--- config.mk ---
export PLATFORM = sky130hd
export DESIGN_NAME = hpd_div_cell
export DESIGN_NICKNAME = d
export VERILOG_FILES = /design/src/rtl/core/homogeneous_point_distance_defines.svh /design/src/rtl/core/hpd_pkg.sv /design/src/rtl/core/hpd_div_cell.sv
export SDC_FILE = /design/constraint.sdc
export NUM_CORES = 1
export LEC_CHECK = 0
export ABC_AREA = 1
export BUFFER_PORTS_ARGS = -buffer_cell sky130_fd_sc_hd__buf_4
export CELL_PAD_IN_SITES_DETAIL_PLACEMENT = 0
export CELL_PAD_IN_SITES_GLOBAL_PLACEMENT = 2
export CORE_AREA = 2 2 766 768
export CTS_CLUSTER_DIAMETER = 150
export CTS_CLUSTER_SIZE = 28
export DETAILED_ROUTE_END_ITERATION = 8
export DIE_AREA = 0 0 768 770
export GPL_TIMING_DRIVEN = 0
export PLACE_DENSITY = 0.35
export SYNTH_ARGS = -nofsm -noshare
export SYNTH_HDL_FRONTEND = slang
export SYNTH_SLANG_ARGS = --single-unit
--- constraint.sdc ---
create_clock -name clk_i -period 1.3 [get_ports clk_i]
set_input_delay 0.26 -clock clk_i [delete_from_list [all_inputs] [get_ports clk_i]]
set_output_delay 0.26 -clock clk_i [all_outputs]
set_load 0.02 [all_outputs]
--- src/rtl/core/homogeneous_point_distance_defines.svh ---
// assertion macros for the homogeneous point distance block
`ifndef HOMOGENEOUS_POINT_DISTANCE_DEFINES_SVH
`define HOMOGENEOUS_POINT_DISTANCE_DEFINES_SVH

// same-cycle implication, clocked on clk_i, off during reset
`define HPD_ASSERT_IMPL(label, ante, cons) \
  label: assert property (@(posedge clk_i) disable iff (!rst_ni) (ante) |-> (cons)) \
    else $error("hpd assertion failed");

// next-cycle implication, clocked on clk_i, off during reset
`define HPD_ASSERT_NEXT(label, ante, cons) \
  label: assert property (@(posedge clk_i) disable iff (!rst_ni) (ante) |=> (cons)) \
    else $error("hpd assertion failed");

`endif

--- src/rtl/core/hpd_pkg.sv ---
// shared constants, pipeline word types and helpers for the point distance block
package hpd_pkg;

  localparam int unsigned COORD_BITS = 32;
  localparam int unsigned FRAC_BITS  = 16;
  localparam int unsigned EPS_W      = 16;
  localparam int unsigned OUT_W      = 48;
  localparam int unsigned LANES      = 6;
  localparam int unsigned AXES       = 3;

  localparam int unsigned NUM_W      = COORD_BITS + FRAC_BITS;
  localparam int unsigned DIV_STEPS  = NUM_W;
  localparam int unsigned PROD_W     = 2 * COORD_BITS;
  localparam int unsigned SUM_W      = 2 * COORD_BITS + 2;
  localparam int unsigned SQ_STEPS   = SUM_W / 2;
  localparam int unsigned ROOT_W     = SQ_STEPS;
  localparam int unsigned SQR_W      = COORD_BITS + 4;
  localparam int unsigned SQF_W      = SUM_W - FRAC_BITS;

  localparam logic [OUT_W-1:0] OUT_MAX = '1;

  typedef struct packed {
    logic [NUM_W-1:0]      num;
    logic [COORD_BITS-1:0] rem;
    logic [NUM_W-1:0]      quo;
    logic [COORD_BITS-1:0] den;
    logic                  neg;
  } div_lane_t;

  typedef struct packed {
    logic                  valid;
    logic                  op;
    logic                  err;
    div_lane_t [LANES-1:0] lane;
  } div_word_t;

  typedef struct packed {
    logic              valid;
    logic              op;
    logic              err;
    logic [SUM_W-1:0]  rad;
    logic [SQR_W-1:0]  rem;
    logic [ROOT_W-1:0] root;
    logic [OUT_W-1:0]  sq;
  } sqrt_word_t;

  // magnitude of a signed coordinate, exact for the most negative value
  function automatic logic [COORD_BITS-1:0] mag(input logic [COORD_BITS-1:0] v);
    mag = v[COORD_BITS-1] ? (~v + 1'b1) : v;
  endfunction

  // signed quotient from magnitude and sign, saturated to the coordinate range
  function automatic logic [COORD_BITS-1:0] sat_quot(input logic [NUM_W-1:0] q,
                                                     input logic neg);
    logic [NUM_W-1:0] half;
    half = NUM_W'(1) << (COORD_BITS - 1);
    if (neg) begin
      sat_quot = (q >= half) ? half[COORD_BITS-1:0] : (~q[COORD_BITS-1:0] + 1'b1);
    end else begin
      sat_quot = (q >= half) ? (half[COORD_BITS-1:0] - 1'b1) : q[COORD_BITS-1:0];
    end
  endfunction

endpackage

--- src/rtl/core/hpd_div_cell.sv ---
// one restoring division step for all six coordinate lanes
module hpd_div_cell (
  input  logic              clk_i,
  input  logic              rst_ni,
  input  logic              en_i,
  input  hpd_pkg::div_word_t word_i,
  output hpd_pkg::div_word_t word_o
);

  hpd_pkg::div_word_t word_d;
  hpd_pkg::div_word_t word_q;

  always_comb begin
    logic [hpd_pkg::COORD_BITS-1:0] shifted;
    logic                           ge;
    word_d = word_i;
    for (int l = 0; l < hpd_pkg::LANES; l++) begin
      // remainder stays below the divisor, so its top bit is always clear
      shifted = {word_i.lane[l].rem[hpd_pkg::COORD_BITS-2:0],
                 word_i.lane[l].num[hpd_pkg::NUM_W-1]};
      ge      = (shifted >= word_i.lane[l].den);
      word_d.lane[l].rem = ge ? (shifted - word_i.lane[l].den) : shifted;
      word_d.lane[l].num = {word_i.lane[l].num[hpd_pkg::NUM_W-2:0], 1'b0};
      word_d.lane[l].quo = {word_i.lane[l].quo[hpd_pkg::NUM_W-2:0], ge};
    end
  end

  // only the valid bit is reset, the data fields just follow the enable
  always_ff @(posedge clk_i or negedge rst_ni) begin
    if (!rst_ni) begin
      word_q.valid <= 1'b0;
    end else if (en_i) begin
      word_q <= word_d;
    end
  end

  assign word_o = word_q;

endmodule

Yosys cells after proc, flatten, opt, wreduce, memory -nomap -nowiden. Index checks and enable logic that the tools add are counted.

Bits in registers: 963. Logic and storage cells: 52.

$add $sub $neg: 6. Order comparisons: 6. Muxes and demuxes: 6. Reduce and logical (&&, ||, !) cells: 1.

Operators by type and width (number): 32-bit greater-or-equal comparator (6); 32-bit 2-to-1 mux (6); 32-bit subtractor (6); 2-bit AND reduction (1).

Logic depth before layout (Yosys ltp).
Word-level depth: 2. Gate-level depth with buffers: 16. Mapped depth without buffers: 15.

Worst setup path before layout. No wires, ideal clock.

Path kind: in2reg. Start point: in rst_ni. End point: reg word_q (netlist bit word_o[0]), enable pin. Data arrival time: 18.666 ns. Data required time: 0.000 ns. Setup slack: -18.666 ns. Stages: 2. Cell sequence: nand2_1 inv_1.

Word-level cells in the longest chain between the ends: 1.

RTL lines: start: declaration (line hpd_div_cell.sv:4) `input logic rst_ni,`; 2-bit AND reduction (no source line); end signal: assignment (line hpd_div_cell.sv:33) `word_q <= word_d;`; end: declaration (line hpd_div_cell.sv:11) `hpd_pkg::div_word_t word_q;`.

No other way between the ends. A chain may end at the register's enable or synchronous reset.

==> key figures <==
Worst setup path
  – Crit path launch type: input pin
  – Critical Path Sink Type: register
  – Crit Path Category: in2reg
  – R2R Path End: word_o[968]
  – Depth of the worst register-to-register path: 1
  – Worst-path maximum fanout: 6
  – Flop-to-flop setup slack: 0.51 ns
  – Worst EP required: 1.90 ns
  – Worst EP arrival: 2.86 ns
  – RR Startpoint: word_o[968]

Synthesis
  – Top cells by area, synth: edfxtp_1, nand2_1, inv_1
  – Cell variety after synth: 33
  – Synth Instances: 4965
  – Post-synthesis sequential area ratio: 0.608
  – Syn Area/Cell: 9.58 sq um
  – Synthesized cell area: 47600 sq um
  – Top cell type's share of synthesized area: 0.607
  – Number of flops mapped to enable cells by yosys: 962
  – Cell with the most instances after synthesis: nand2_1
  – Seq cells post-synth: 963
  – Synth area leader: edfxtp_1
  – Ys flop type: edfxtp_1
  – Yosys warns: 0
  – Top cells by count, synth: nand2_1, inv_1, edfxtp_1, nand3_1, nor2_1
  – Ys async rst share: 0.00104

Min path
  – Worst Min Path Start: word_i[111]
  – Hold endpoint: word_o[112]
  – WHS Path Cells: 5
  – Worst min path class: in2reg

Layout
  – Area growth, synth to finish: 109%
  – Max reg flops: 963
  – Share of layout cells above drive strength 1: 0.408
  – Final nets: 9616
  – Utilization after layout: 0.170

Clock network
  – Clock network latency to the later pin of the worst-skew pair: 0.85 ns
  – H-tree Lvls: 3
  – Cts bufs inserted: 77
  – Maximum clock path buffer count: 4
  – Clock Sinks: 963
  – Clk Tree Root Cell: clkbuf_16
  – TritonCTS clock tree: yes
  – Clock transition at path regs: 0.12 ns

Power and ir drop
  – PwrDens: 1040 nW/um^2
  – P_leak: 42.0 nW
  – Maximum VDD drop: 0.000971 V

Outcome
  – Failing checks: setup timing
  – Status: complete, but fails checks

Global routing
  – First-pass GRT wire length: 596000 um
  – Antenna violations before repair: 322
  – GR Overflow Total: 0
  – Vias in the first global route: 50800
  – Global Route Usage Sum: 0.157
  – Largest net degree at the start of global routing: 45

Placement
  – Port bufs: 1922
  – GP Congestion: 0.931
  – Dpl hpwl: 424000 um

Floorplan
  – Starting Density: 0.0815
  – Core Rows: 281
  – Core area: 584000 sq um
  – Die ar.: 591000 sq um
  – Die W: 768 um
  – Vert. Die Dim: 770 um
  – I/O pin cnt: 1941

Timing
  – Max_slew headroom: 0.553
  – Final setup fails: 1335
  – Final worst slack: -0.960 ns
  – Post-route minimum period: 2.26 ns
  – Final Hold Vio Count: 0
  – Worst slew pin tran: 0.670 ns
  – RSZ-0062 raised after global routing: yes
  – Fin. max-slew vios: 0
  – Final setup TNS: -581.58 ns
  – Worst clock skew: 0 ns
  – Crit share post-route: 1.74
  – Max Freq: 442 MHz

Route
  – Via count: 50500
  – WL per Instance: 29.8 um
  – Drt total wl: 487000 um
  – Via density: 3.08
  – Initial DRC Count: 3037
  – Residual DRC: 0
  – Final ANT Viol Nets: 0
  – Router iterations before antenna repair: 5

Flow run
  – Max_cap viols: 0
per-stage QoR:
step	hold slack (ns)	power [mW]	instance area [sq um]	worst slack (ns)	instances
finish	0.0248	104	99400	-0.960	16400
global route	-0.0115	109	99300	-0.988	16300
CTS	-0.438	105	95600	-0.939	16200
detailed placement	0.0669	64.4	72600	-2.03	14700
global placement	0.0652	60.5	72000	-26.44	14700
floorplan	-0.0356	49.3	47800	-13.91	4970
cell families after synthesis:
group,Yosys count,synth area share
AO/OA/AOI/OAI,150,0.0174
buffers and inverters,1027,0.0866
XOR/XNOR,84,0.0155
AND/OR/NAND/NOR,2541,0.219
other,1,0.0000789
adder cells (fa/ha/maj),198,0.0530
multiplexers,1,0.000237
flip-flops,963,0.608
layout make-up:
class | instances | area [sq um]
antenna | 91 | 228
buffer | 32 | 538
clock buffer | 81 | 1960
clock inverter | 49 | 930
fill | 65600 | 484000
inverter | 985 | 3930
multi-input combinational | 2980 | 21000
sequential | 963 | 28900
tap | 7782 | 9740
timing repair buffer | 3407 | 32200
worst max path at each step:
stage / slack, ns / from / endpoint
final: -0.96 / word_i[806] / word_o[910]
after global routing: -0.99 / word_o[299] / word_o[299]
after global placement: -26.44 / rst_ni / word_o[574]
after CTS: -0.94 / word_o[376] / word_o[376]
after floorplan: -13.91 / rst_ni / word_o[0]
after detailed placement: -2.03 / word_i[327] / word_o[422]
critical path: stages:
cell and delay [ns]:
buf_6 0.09, dlygate4sd3_1 0.62, ha_4 0.20, fa_2 0.38, inv_2 0.08, nand2_4 0.06, nand2_4 0.06, nand3_4 0.07
nand2_4 0.10, nand2_4 0.06, nand3_4 0.08, nand2_4 0.07, nand2_8 0.13, inv_8 0.05, buf_12 0.14, buf_12 0.14
buf_12 0.13, nand2_4 0.05, nand2_4 0.08
power breakdown:
group / total, mW / switching, mW / internal (mW)
registers: 38.5 / 1.55 / 37.0
clock network: 30.0 / 17.3 / 12.7
logic: 35.4 / 20.8 / 14.7
total: 104 / 39.6 / 64.3
placed cells by master, fill, tap and decap left out, types with 37 or more instances in the layout:
| cell | Yosys | final |
|---|---|---|
| xor2_1 | 83 | 78 |
| buf_12 | 0 | 74 |
| clkbuf_16 | 0 | 82 |
| nand2_4 | 6 | 203 |
| nor2_1 | 248 | 188 |
| edfxtp_1 | 962 | 962 |
| nand4_1 | 37 | 37 |
| nand2_2 | 28 | 258 |
| buf_4 | 15 | 1509 |
| nor2_4 | 13 | 50 |
| dlygate4sd3_1 | 0 | 1185 |
| nand2_1 | 1857 | 1391 |
| nand2_8 | 0 | 39 |
| inv_2 | 17 | 102 |
| nand3_1 | 252 | 157 |
| inv_1 | 966 | 839 |
| nand3_4 | 0 | 39 |
| nand3_2 | 3 | 59 |
| diode_2 | 0 | 91 |
| buf_6 | 27 | 618 |
| ha_4 | 0 | 161 |
| a21oi_1 | 103 | 75 |
routing by layer:
layer	share of wire	global-route usage
met1	0.44	0.205
met2	0.45	0.251
met3	0.090	0.0562
met4	0.022	0.0274
met5	0.00092	0.00544
timing repair:
action / CTS / global route
pin swaps: 157 / 236
setup endpoints to repair: 1560 / 1353
hold endpoints to repair: 958 / 111
cloned: 16 / 4
buffers inserted: 154 / 95
resized for setup: 1529 / 710
hold buffers: 1181 / 115
No activity file was read; power rests on OpenSTA's default activity.
