<file path="src/rtl/core/homogeneous_point_distance_defines.svh">
// assertion macros for the homogeneous point distance block
`ifndef HOMOGENEOUS_POINT_DISTANCE_DEFINES_SVH
`define HOMOGENEOUS_POINT_DISTANCE_DEFINES_SVH

// same-cycle implication, clocked on clk_i, off during reset
`define HPD_ASSERT_IMPL(label, ante, cons) \
  label: assert property (@(posedge clk_i) disable iff (!rst_ni) (ante) |-> (cons)) \
    else $error("hpd assertion failed");

// next-cycle implication, clocked on clk_i, off during reset
`define HPD_ASSERT_NEXT(label, ante, cons) \
  label: assert property (@(posedge clk_i) disable iff (!rst_ni) (ante) |=> (cons)) \
    else $error("hpd assertion failed");

`endif

</file>
<file path="src/rtl/core/hpd_pkg.sv">
// shared constants, pipeline word types and helpers for the point distance block
package hpd_pkg;

  localparam int unsigned COORD_BITS = 32;
  localparam int unsigned FRAC_BITS  = 16;
  localparam int unsigned EPS_W      = 16;
  localparam int unsigned OUT_W      = 48;
  localparam int unsigned LANES      = 6;
  localparam int unsigned AXES       = 3;

  localparam int unsigned NUM_W      = COORD_BITS + FRAC_BITS;
  localparam int unsigned DIV_STEPS  = NUM_W;
  localparam int unsigned PROD_W     = 2 * COORD_BITS;
  localparam int unsigned SUM_W      = 2 * COORD_BITS + 2;
  localparam int unsigned SQ_STEPS   = SUM_W / 2;
  localparam int unsigned ROOT_W     = SQ_STEPS;
  localparam int unsigned SQR_W      = COORD_BITS + 4;
  localparam int unsigned SQF_W      = SUM_W - FRAC_BITS;

  localparam logic [OUT_W-1:0] OUT_MAX = '1;

  typedef struct packed {
    logic [NUM_W-1:0]      num;
    logic [COORD_BITS-1:0] rem;
    logic [NUM_W-1:0]      quo;
    logic [COORD_BITS-1:0] den;
    logic                  neg;
  } div_lane_t;

  typedef struct packed {
    logic                  valid;
    logic                  op;
    logic                  err;
    div_lane_t [LANES-1:0] lane;
  } div_word_t;

  typedef struct packed {
    logic              valid;
    logic              op;
    logic              err;
    logic [SUM_W-1:0]  rad;
    logic [SQR_W-1:0]  rem;
    logic [ROOT_W-1:0] root;
    logic [OUT_W-1:0]  sq;
  } sqrt_word_t;

  // magnitude of a signed coordinate, exact for the most negative value
  function automatic logic [COORD_BITS-1:0] mag(input logic [COORD_BITS-1:0] v);
    mag = v[COORD_BITS-1] ? (~v + 1'b1) : v;
  endfunction

  // signed quotient from magnitude and sign, saturated to the coordinate range
  function automatic logic [COORD_BITS-1:0] sat_quot(input logic [NUM_W-1:0] q,
                                                     input logic neg);
    logic [NUM_W-1:0] half;
    half = NUM_W'(1) << (COORD_BITS - 1);
    if (neg) begin
      sat_quot = (q >= half) ? half[COORD_BITS-1:0] : (~q[COORD_BITS-1:0] + 1'b1);
    end else begin
      sat_quot = (q >= half) ? (half[COORD_BITS-1:0] - 1'b1) : q[COORD_BITS-1:0];
    end
  endfunction

endpackage

</file>
<file path="src/rtl/core/hpd_sqrt_cell.sv">
// one digit of the integer square root, two radicand bits per cell
module hpd_sqrt_cell (
  input  logic                clk_i,
  input  logic                rst_ni,
  input  logic                en_i,
  input  hpd_pkg::sqrt_word_t word_i,
  output hpd_pkg::sqrt_word_t word_o
);

  hpd_pkg::sqrt_word_t word_d;
  hpd_pkg::sqrt_word_t word_q;

  always_comb begin
    logic [hpd_pkg::SQR_W-1:0] r2;
    logic [hpd_pkg::SQR_W-1:0] trial;
    logic                      ge;
    word_d = word_i;
    r2     = {word_i.rem[hpd_pkg::SQR_W-3:0], word_i.rad[hpd_pkg::SUM_W-1 -: 2]};
    trial  = hpd_pkg::SQR_W'({word_i.root, 2'b01});
    ge     = (r2 >= trial);
    word_d.rem  = ge ? (r2 - trial) : r2;
    word_d.rad  = {word_i.rad[hpd_pkg::SUM_W-3:0], 2'b00};
    word_d.root = {word_i.root[hpd_pkg::ROOT_W-2:0], ge};
  end

  // only the valid bit is reset, the data fields just follow the enable
  always_ff @(posedge clk_i or negedge rst_ni) begin
    if (!rst_ni) begin
      word_q.valid <= 1'b0;
    end else if (en_i) begin
      word_q <= word_d;
    end
  end

  assign word_o = word_q;

endmodule
</file>
<file path="config.mk">
export PLATFORM = sky130hd
export DESIGN_NAME = hpd_sqrt_cell
export DESIGN_NICKNAME = d
export VERILOG_FILES = /design/src/rtl/core/homogeneous_point_distance_defines.svh /design/src/rtl/core/hpd_pkg.sv /design/src/rtl/core/hpd_sqrt_cell.sv
export SDC_FILE = /design/constraint.sdc
export NUM_CORES = 1
export LEC_CHECK = 0
export ABC_CLOCK_PERIOD_IN_PS = 990
export CORE_AREA = 2 2 148 150
export DETAILED_ROUTE_END_ITERATION = 16
export DIE_AREA = 0 0 150 152
export DONT_BUFFER_PORTS = 1
export SLEW_MARGIN = 5
export SYNTH_ARGS = -nofsm -noshare
export SYNTH_HDL_FRONTEND = slang
export SYNTH_SLANG_ARGS = --single-unit
</file>
<file path="constraint.sdc">
create_clock -name clk_i -period 0.99 [get_ports clk_i]
set_input_delay 0.297 -clock clk_i [delete_from_list [all_inputs] [get_ports clk_i]]
set_output_delay 0.297 -clock clk_i [all_outputs]
set_load 0.01 [all_outputs]
</file>
* Word level (Yosys, flattened, before mapping) *
Cells that the tools add are included.

operators by class
  add/subtract/negate cells = 1
  multipliers = 0
  divide/modulo/power cells = 0
  magnitude comparators = 1
  equal/unequal tests = 0
  shift operators = 0
  mux-type cells = 1
  bitwise operators = 0
  reductions and logical operators = 1

operators with widths
  kind               count
  $ge A36 B35 Y1     1
  $mux W36           1
  $sub A36 B35 Y36   1
  $reduce_and A2 Y1  1

word-level totals
  register bits = 184
  latch bits = 0
  RAM bits = 0
  ROM bits = 0
  input bits = 189
  output and inout bits = 186
  word-level logic and storage cells = 11
  memories = 0

* Longest topological paths before layout *
Gate-level depths: netlist (run 1).

  word-level depth = 2
  gate-level depth with buffers = 13
  gate-level depth less buffers = 10

* Least setup slack after synthesis (run 1) *
No wires, ideal clock.

  path type = input-to-reg
  start point = in en_i
  end point = reg word_q (netlist bit word_o[0]) (enable)
  library setup time = 565 ps
  arrival = 4456 ps
  data required time = 425 ps
  slack = -4030 ps
  cell stages on the path = 1
  path buffers = 0
  path through = and2_1

on the way
  cells in the longest elaborated chain, start to end = 1

ends and longest elaborated chain
  item                                RTL line             RTL
  start: declaration                  hpd_sqrt_cell.sv:5   input logic en_i,
  $reduce_and A2 Y1 (no source line)  -
  end signal: assignment              hpd_sqrt_cell.sv:31  word_q <= word_d;
  end: declaration                    hpd_sqrt_cell.sv:11  hpd_pkg::sqrt_word_t word_q;

Every way passes these cells.
A chain may end at the register's enable or synchronous reset.

==> out/metrics.cfg, run 1 <==
[pwr]
ir_drop_uv=943
p_total_mw=20.9
power_density_mw_per_mm2=1650
p_leak_nw=4.97

[place]
post-place-ws_ns=-1.98
numPortBuffers=0
place_congestion=0.840
hpwl_um=18700

[worst_hold_path]
hold_path.class=in2reg

[setup_path]
critPathTopFamily=compound AO/OA/AOI/OAI gates
crit_chain=inv_1, ha_4, a21oi_2, buf_4, o21ba_2, nand3_2, a21boi_2, o21a_4, buf_6, o41a_4, buf_12, nand2_4, o21ai_2
crit_required_ns=1.16
endpoint_kind=flip-flop
max_stage_delay_ns=0.42
cp.arrival_ns=2.28
startpoint_type=input port
crit_buf_inv=4
critPathSlowestCell=o41a_4
crit_type=in2reg
critical_path.max_fanout=6

[final_layout]
final_cell_mix=183 x edfxtp_1, 149 x dlygate4sd3_1, 138 x buf_4
syn_to_final_growth_pct=58.2
largest_register_ff_count=184
seqCellArea_mm2=0.00552
nets=1111
drive_gt1_share_pct=36.3
multi_input_area_mm2=0.00306
final_common_cell=edfxtp_1
fill_cells=1637

[floorplan]
start_util_pct=37.5
die_w_um=150
core_area_mm2=0.0214
io_pins=375
die_area_mm2=0.0228
rows=54
die_y_um=152

[status]
violations=setup timing
run_status=finished, violations left

[synth]
ys_seq_area_share_pct=68.9
ys_warn_count=0
synth-edff-count=183
syn_inst=577
synth_cell_type_count=50
ys.flop_type=edfxtp_1
netlist_area_mm2=0.00801
ys_ff_latch=184
syn_avg_cell_area_um2=13.9
synthArstFlopShare_pct=0.543

[sta]
holdWs_ns=0.0280
final-setup-viol-count=221
max_freq_mhz=475
skew_ns=0
worst_slack_ns=-1.11
timing.final.crit_share_pct=212
rsz0062_at_grt=true
finalCriticalPeriod_ns=2.10
final_max_slew_viol_count=0
hold_viol_final=0

[cts]
numCtsBuffers=17
cts.sinks=184
clock_latency_ns=0.43
h-tree-depth=4
cts.path.max_buffers=2
clk_pin_slew_ns=0.08
cts_tree=built
clockRootBuffer=clkbuf_16

[route]
post_drt_wl_per_cell_um=23.0
vias=6031
drcViolationCount=0
drt-total-wl_um=27100
drt-initial-drc-count=253
viasPerCell=5.11
ant_nets=0
firstDrtPassIters=5

[global_route]
grt_overflow=0
grt_pass1_vias=6338
track_usage_pct=22.9
antenna_found_initial=1
grt_max_degree=61
grt_first_pass_wirelength_um=38500

[job]
cap_violations=0

-- final timing paths --
| kind | start | end | slack [ns] | depth (start not counted) |
|---|---|---|---|---|
| max | word_i[50] | word_o[96]$_DFFE_PP_ | -1.11 | 13 |
| min | word_i[104] | word_o[106]$_DFFE_PP_ | 0.03 | 2 |
| max reg2reg | word_o[185]$_DFFE_PN0P_ | word_o[185]$_DFFE_PN0P_ | 0.15 | 1 |
| min reg2reg | word_o[185]$_DFFE_PN0P_ | word_o[185]$_DFFE_PN0P_ | 0.64 | 1 |
| max in group asynchronous | rst_ni | word_o[185]$_DFFE_PN0P_ | 0.83 | 1 |
| min in group asynchronous | rst_ni | word_o[185]$_DFFE_PN0P_ | 0.06 | 1 |
-- cells in the mapped netlist (2+ instances only) --
| cell | n | share of area, % |
|---|---|---|
| nand3_1 | 14 | 0.87 |
| and3_1 | 5 | 0.39 |
| edfxtp_1 | 183 | 69 |
| a211o_1 | 2 | 0.22 |
| a211oi_1 | 5 | 0.47 |
| nand2_1 | 53 | 2.5 |
| mux2_2 | 2 | 0.28 |
| a21o_1 | 21 | 2.0 |
| o31ai_1 | 3 | 0.28 |
| nand2b_1 | 3 | 0.23 |
| mux2i_1 | 2 | 0.25 |
| o21ai_0 | 46 | 2.9 |
| and2_1 | 4 | 0.31 |
| clkbuf_1 | 9 | 0.42 |
| clkbuf_2 | 2 | 0.12 |
| ha_1 | 35 | 5.5 |
| inv_1 | 44 | 2.1 |
| buf_4 | 2 | 0.19 |
| nor3_1 | 7 | 0.44 |
| buf_6 | 2 | 0.28 |
| nand4_1 | 6 | 0.47 |
| o2111ai_1 | 3 | 0.33 |
| o31ai_2 | 6 | 0.94 |
| o21bai_1 | 4 | 0.37 |
| xor2_1 | 14 | 1.5 |
| buf_2 | 4 | 0.25 |
| nor2b_1 | 2 | 0.16 |
| xnor2_1 | 14 | 1.5 |
| o21a_1 | 8 | 0.75 |
| nor2_1 | 11 | 0.52 |
| o211ai_1 | 2 | 0.19 |
| a31oi_1 | 6 | 0.47 |
| a21oi_1 | 33 | 2.1 |
| a21boi_0 | 4 | 0.37 |
-- kinds of logic (layout without fill, tap and decap cells) --
family | after synthesis | in the layout | synth area share [%]
and+or+nand+nor | 109 | 109 | 6.25
other | 1 | 3 | 0.0468
xor gates and xnor gates | 28 | 28 | 3.06
buffers and inverters | 63 | 384 | 3.33
muxes | 4 | 4 | 0.531
AOI/OAI and AO/OA | 153 | 154 | 12.4
DFF | 184 | 184 | 68.9
adders and majority gates | 35 | 35 | 5.47
-- where the power goes --
group | switching, mW | internal [mW]
sequential | 0.613 | 9.32
clock | 3.44 | 3.44
combinational | 1.87 | 2.23
-- cell type report --
class                   count  share of cell area (%)
diodes                      1                  0.0197
clock buffers              18                    3.39
clock inverters            14                    1.40
inverters                  44                    1.54
multi-input cells         332                    24.2
flip-flops and latches    184                    43.5
well taps                 280                    2.76
repair buffers            308                    23.2
-- routing by layer --
metal / wire, um / track usage (%) / share of wire [%] / up-vias
met5: 0 / 0 / 0 / -
met4: 906 / 7.68 / 3.3 / 0
met3: 2310 / 8.80 / 8.5 / 57
met2: 14300 / 42.0 / 53 / 251
met1: 9610 / 23.6 / 35 / 2932
li1: - / - / - / 2791
-- what timing repair did --
action / 4_1_cts / 5_1_grt
setup buffers: 17 / 8
resized for setup: 141 / 63
setup endpoints to repair: 221 / 221
endpoints found under the hold margin: 148 / 0
gates cloned: 7 / 1
pin swaps: 51 / 27
hold buffers: 149 / 0
-- metrics by stage --
step	TNS, ns	area, um^2	std cells	utilization [%]
global route	-81.65	12700	1181	59.4
floorplan	-239.11	8240	578	-
global placement	-86.47	9480	968	44.4
detailed placement	-90.24	9480	968	44.4
CTS	-74.91	12300	1172	57.8
finish	-73.08	12700	1181	59.4
Power figures use the tool's default switching activity.
==> inputs of run 2 (changes only) <==
- ABC_CLOCK_PERIOD_IN_PS: 990 -> 2550
- clock period: 0.99 -> 2.55 ns (I/O delays scaled with it)
==> out/metrics.cfg, run 2 (synthesis gave the netlist of run 1 again) <==
[route]
drt-initial-drc-count=226
top_layer_used=met5
viasPerCell=5.12
firstDrtPassIters=4
ant_nets=0
dr_wl_met2_um=11800
wl_met3_um=2300
post_drt_wl_per_cell_um=23.2
met1_length_um=8150
drcViolationCount=0
drt-total-wl_um=22800
vias=5010

[setup_path]
max_stage_delay_ns=0.45
crit_type=in2reg
critPathTopFamily=compound AO/OA/AOI/OAI gates
reg2reg_slack_ns=1.75
crit_chain=inv_12, ha_4, buf_4, nand3_2, a211o_1, a21boi_2, a21boi_1, o21a_1, o41a_4, buf_12, nand2_1, o21ai_0
endpoint_kind=flip-flop
r2r-start=word_o[185]$_DFFE_PN0P_
cp.arrival_ns=2.80
r2r-end=word_o[185]$_DFFE_PN0P_
critical_path.max_fanout=20
r2r_cells=1
critPathSlowestCell=o41a_4
crit_buf_inv=3
crit_required_ns=2.72
startpoint_type=input port

[place]
place_congestion=0.832
post-place-ws_ns=-0.676
numPortBuffers=0
hpwl_um=17700

[worst_hold_path]
min_to=word_o[75]$_DFFE_PP_
min_delay_path_depth=0
hold_path.class=in2reg
worstHoldStart=word_i[74]

[status]
run_status=finished, violations left
violations=setup timing

[final_layout]
syn_to_final_growth_pct=27.1
fill_cells=1915
diodes=0
final_common_cell=edfxtp_1
largest_register_ff_count=184
final_cell_mix=183 x edfxtp_1, 98 x buf_4, 48 x nand2_1
drive_gt1_share_pct=28.2
nets=910

[sta]
worst_pin_slew_ns=0.574
holdWs_ns=0.419
final_max_slew_viol_count=0
hold_viol_final=0
rsz0062_at_grt=true
final-setup-viol-count=34
max_freq_mhz=381
worst_slack_ns=-0.0751
skew_ns=0
slew_headroom_pct=61.7
timing.final.crit_share_pct=103
finalCriticalPeriod_ns=2.63

[cts]
h-tree-depth=4
cts_tree=built
cts.sinks=184
numCtsBuffers=17
clockRootBuffer=clkbuf_16
clk_pin_slew_ns=0.08
cts.path.max_buffers=2
clock_latency_ns=0.43

[global_route]
grt_pass1_vias=5025
antenna_found_initial=1
grt_max_degree=44
track_usage_pct=19.1
grt_first_pass_wirelength_um=31900
grt_overflow=0

[floorplan]
die_w_um=150
core_area_mm2=0.0214
rows=54
die_area_mm2=0.0228
start_util_pct=37.5
io_pins=375
die_y_um=152

[pwr]
ir_drop_uv=336
power_density_mw_per_mm2=750
p_leak_nw=3.83

[job]
cap_violations=0

==> run 2: changes by cell type in the layout (fill, tap and decap cells not counted), moves of 6 or more <==
| cell | before | now |
|---|---|---|
| o21ai_1 | 10 | 18 |
| a21oi_1 | 19 | 28 |
| o21ai_2 | 22 | 2 |
| o21ai_0 | 12 | 26 |
| buf_6 | 6 | 0 |
| a21oi_2 | 11 | 5 |
| ha_1 | 15 | 21 |
| nand2_1 | 25 | 48 |
| buf_4 | 138 | 98 |
| buf_16 | 6 | 0 |
| inv_1 | 34 | 40 |
| dlygate4sd3_1 | 149 | 1 |
| nand2_4 | 20 | 0 |
==> run 2: routing by layer <==
layer	vias up	global-route usage (%)
li1	2369	-
met1	2384	20.3
met2	225	33.8
met3	30	7.99
met4	2	6.56
met5	-	0
==> run 2: worst max path at each step <==
| stage | slack (ns) | start | cells after the start | to |
|---|---|---|---|---|
| floorplan | -0.30 | word_i[55] | 12 | word_o[116]$_DFFE_PP_ |
| global placement | -0.64 | word_i[49] | 10 | word_o[114]$_DFFE_PP_ |
| detailed placement | -0.68 | word_i[49] | 10 | word_o[114]$_DFFE_PP_ |
| CTS | -0.04 | word_i[56] | 11 | word_o[115]$_DFFE_PP_ |
| global route | -0.16 | word_i[55] | 11 | word_o[91]$_DFFE_PP_ |
| finish | -0.08 | word_i[55] | 12 | word_o[99]$_DFFE_PP_ |
==> run 2: power breakdown <==
part / switching [mW] / internal, mW
Sequential: 0.231 / 3.62
Combinational: 0.535 / 0.503
Clock: 1.25 / 1.50
Total: 2.02 / 5.62
==> run 2: stage by stage <==
step                      instances  setup TNS, ns  cell area, um^2  total power [mW]  util (%)
after floorplan                 578          -7.93             8280              4.48         -
after global placement          942         -17.89             9340              4.87      43.7
final                           979          -1.07            10200              7.64      47.7
after CTS                       976        -0.0389            10100              7.65      47.1
after detailed placement        942         -19.14             9340              4.88      43.7
after global routing            979          -4.44            10200              7.93      47.7
==> run 2: repair_timing <==
| item | CTS | global route |
|---|---|---|
| setup endpoints to repair | 32 | 36 |
| buffers inserted | 1 | 1 |
| hold buffers | 1 | 0 |
| hold endpoints to repair | 1 | 0 |
| cloned | 0 | 2 |
| gates resized for setup | 25 | 19 |
| pin swaps | 3 | 6 |
==> run 2: layout make-up <==
cell class	instances	area [um^2]	share of cell area [%]
inverters	44	188	1.84
clock inverters	14	185	1.82
well taps	280	350	3.44
multi-input cells	331	2570	25.3
flip-flops and latches	184	5520	54.2
repair buffers	108	936	9.19
clock buffers	18	429	4.22
==> inputs of run 3 (changes only) <==
- ABC_AREA: not set -> 1
- CORE_AREA: 2 2 148 150 -> 2 2 147 149
- DIE_AREA: 0 0 150 152 -> 0 0 149 151
==> out/metrics.cfg, run 3 <==
[floorplan]
rows=53
die_area_mm2=0.0225
core_area_mm2=0.0208
io_pins=375
start_util_pct=42.5
die_w_um=149
die_y_um=151

[global_route]
track_usage_pct=22.8
antenna_found_initial=3
grt_max_degree=58
grt_overflow=0
grt_pass1_vias=6020
grt_first_pass_wirelength_um=37000

[setup_path]
critical_path.max_fanout=4
critPathSlowestCell=ha_1
crit_buf_inv=1
critPathTopFamily=simple AND/OR/NAND/NOR gates
endpoint_kind=flip-flop
startpoint_type=input port
crit_type=in2reg
crit_required_ns=2.74
cp.arrival_ns=2.39
max_stage_delay_ns=0.35
crit_chain=inv_1, ha_1, nand2_1, nor2_1, nand2_1, nand3_1, nand2_1, nand2_1, nand2_1, nand2_1, nand2_1, nand3_2, nand2_1
critPathMostFrequentCell=nand2_1

[sta]
final-setup-viol-count=0
fin_tns_setup_ns=0
skew_ns=0
rsz0062_at_grt=false
final_max_slew_viol_count=0
max_freq_mhz=453
hold_viol_final=0
timing.final.crit_share_pct=86.6
finalCriticalPeriod_ns=2.21

[place]
place_congestion=0.881
dp_cells=1243
placed_area_mm2=0.00995
numPortBuffers=0
hpwl_um=21400

[synth]
syn_inst=877
synthArstFlopShare_pct=0.543
ys_seq_area_share_pct=62.3
ys_ff_latch=184
ys_warn_count=0
yosys-top-cells-count=312 x nand2_1, 183 x edfxtp_1, 135 x inv_1
synthTopCellsByArea=edfxtp_1 62%, nand2_1 13%, inv_1 5.7%, ha_1 4.9%, nor2_1 2.5%
synth_top_area_share_pct=62.0
ys.flop_type=edfxtp_1
synth_cell_type_count=29
synth_most_common_cell=nand2_1
netlist_area_mm2=0.00886
yosysTopAreaCell=edfxtp_1
syn_avg_cell_area_um2=10.1
synth-edff-count=183

[cts]
clock_latency_ns=0.43
h-tree-depth=4
cts.sinks=184
clockRootBuffer=clkbuf_16
cts_tree=built
clk_pin_slew_ns=0.08
cts_resized=0
numCtsBuffers=17
cts_setup_buffers=0
cts.path.max_buffers=2

[route]
firstDrtPassIters=4
viasPerCell=4.81
vias=6141
post_drt_wl_per_cell_um=20.5
ant_nets=0
drcViolationCount=0
drt-initial-drc-count=299
drt-total-wl_um=26200

[final_layout]
fill_cells=1934
largest_register_ff_count=184
final_common_cell=nand2_1
final_area_mm2=0.0106
seqCellArea_mm2=0.00552
drive_gt1_share_pct=16.3
final_cell_mix=311 x nand2_1, 183 x edfxtp_1, 134 x inv_1
final_util_pct=50.7
syn_to_final_growth_pct=19.3
nets=1212
final_cells=1277
multi_input_area_mm2=0.00275

[pwr]
ir_drop_uv=406
power_density_mw_per_mm2=716
p_leak_nw=4.70

[status]
run_status=finished, final reports clean

[job]
cap_violations=0

[worst_hold_path]
hold_path.class=in2reg

-- run 3: kinds of logic after synthesis --
logic type	synth area share (%)
adders and majority gates	4.94
DFF	62.3
AOI/OAI and AO/OA	2.46
xor gates and xnor gates	1.88
buffers and inverters	6.88
other	0.0423
muxes	0.127
and+or+nand+nor	21.4
-- run 3: power breakdown --
| part | total [mW] | internal [mW] | switching [mW] | leakage [nW] |
|---|---|---|---|---|
| logic | 1.07 | 0.453 | 0.620 | 2.69 |
| registers | 3.85 | 3.62 | 0.234 | 1.73 |
| clock network | 2.64 | 1.33 | 1.31 | 0.289 |
| total | 7.56 | 5.40 | 2.17 | 4.70 |
-- run 3: area by class of cell --
| class | instances | share of cell area, % |
|---|---|---|
| clock buffers | 17 | 4.03 |
| well taps | 275 | 3.26 |
| diodes | 1 | 0.0237 |
| repair buffers | 100 | 7.72 |
| flip-flops and latches | 184 | 52.3 |
| inverters | 140 | 5.01 |
| clock inverters | 15 | 1.68 |
| multi-input cells | 545 | 26.0 |
-- run 3: per-stage QoR --
stage	hold WS [ns]	power [mW]	setup slack, ns
floorplan	0.469	4.53	-1.36
global route	0.400	7.89	0.131
global placement	0.469	4.99	-0.0858
CTS	0.000862	7.65	0.304
finish	0.419	7.56	0.343
detailed placement	0.469	5.00	-0.121
-- run 3: routing by layer --
layer  vias up  GRT usage (%)  routed length [um]
met3        23           7.89                2190
met5         -              0                  11
met2       213           40.2               13400
li1       3058              -                   -
met1      2845           26.4               10100
met4         2           6.24                 433
-- run 3: path summary, 6_finish.rpt --
check | start | to | slack, ns | cells past startpoint
max in group asynchronous | rst_ni | word_o[185]$_DFFE_PN0P_ | 1.91 | 1
max | word_i[50] | word_o[112]$_DFFE_PP_ | 0.34 | 13
min reg2reg | word_o[185]$_DFFE_PN0P_ | word_o[185]$_DFFE_PN0P_ | 0.59 | 1
max reg2reg | word_o[185]$_DFFE_PN0P_ | word_o[185]$_DFFE_PN0P_ | 1.75 | 1
min in group asynchronous | rst_ni | word_o[185]$_DFFE_PN0P_ | 0.54 | 1
min | word_i[48] | word_o[49]$_DFFE_PP_ | 0.42 | 0
-- run 3: repair_timing --
| action | 4_1_cts | 5_1_grt |
|---|---|---|
| hold buffers | 0 | 1 |
| endpoints found under the setup margin | 0 | 0 |
| endpoints found under the hold margin | 0 | 1 |
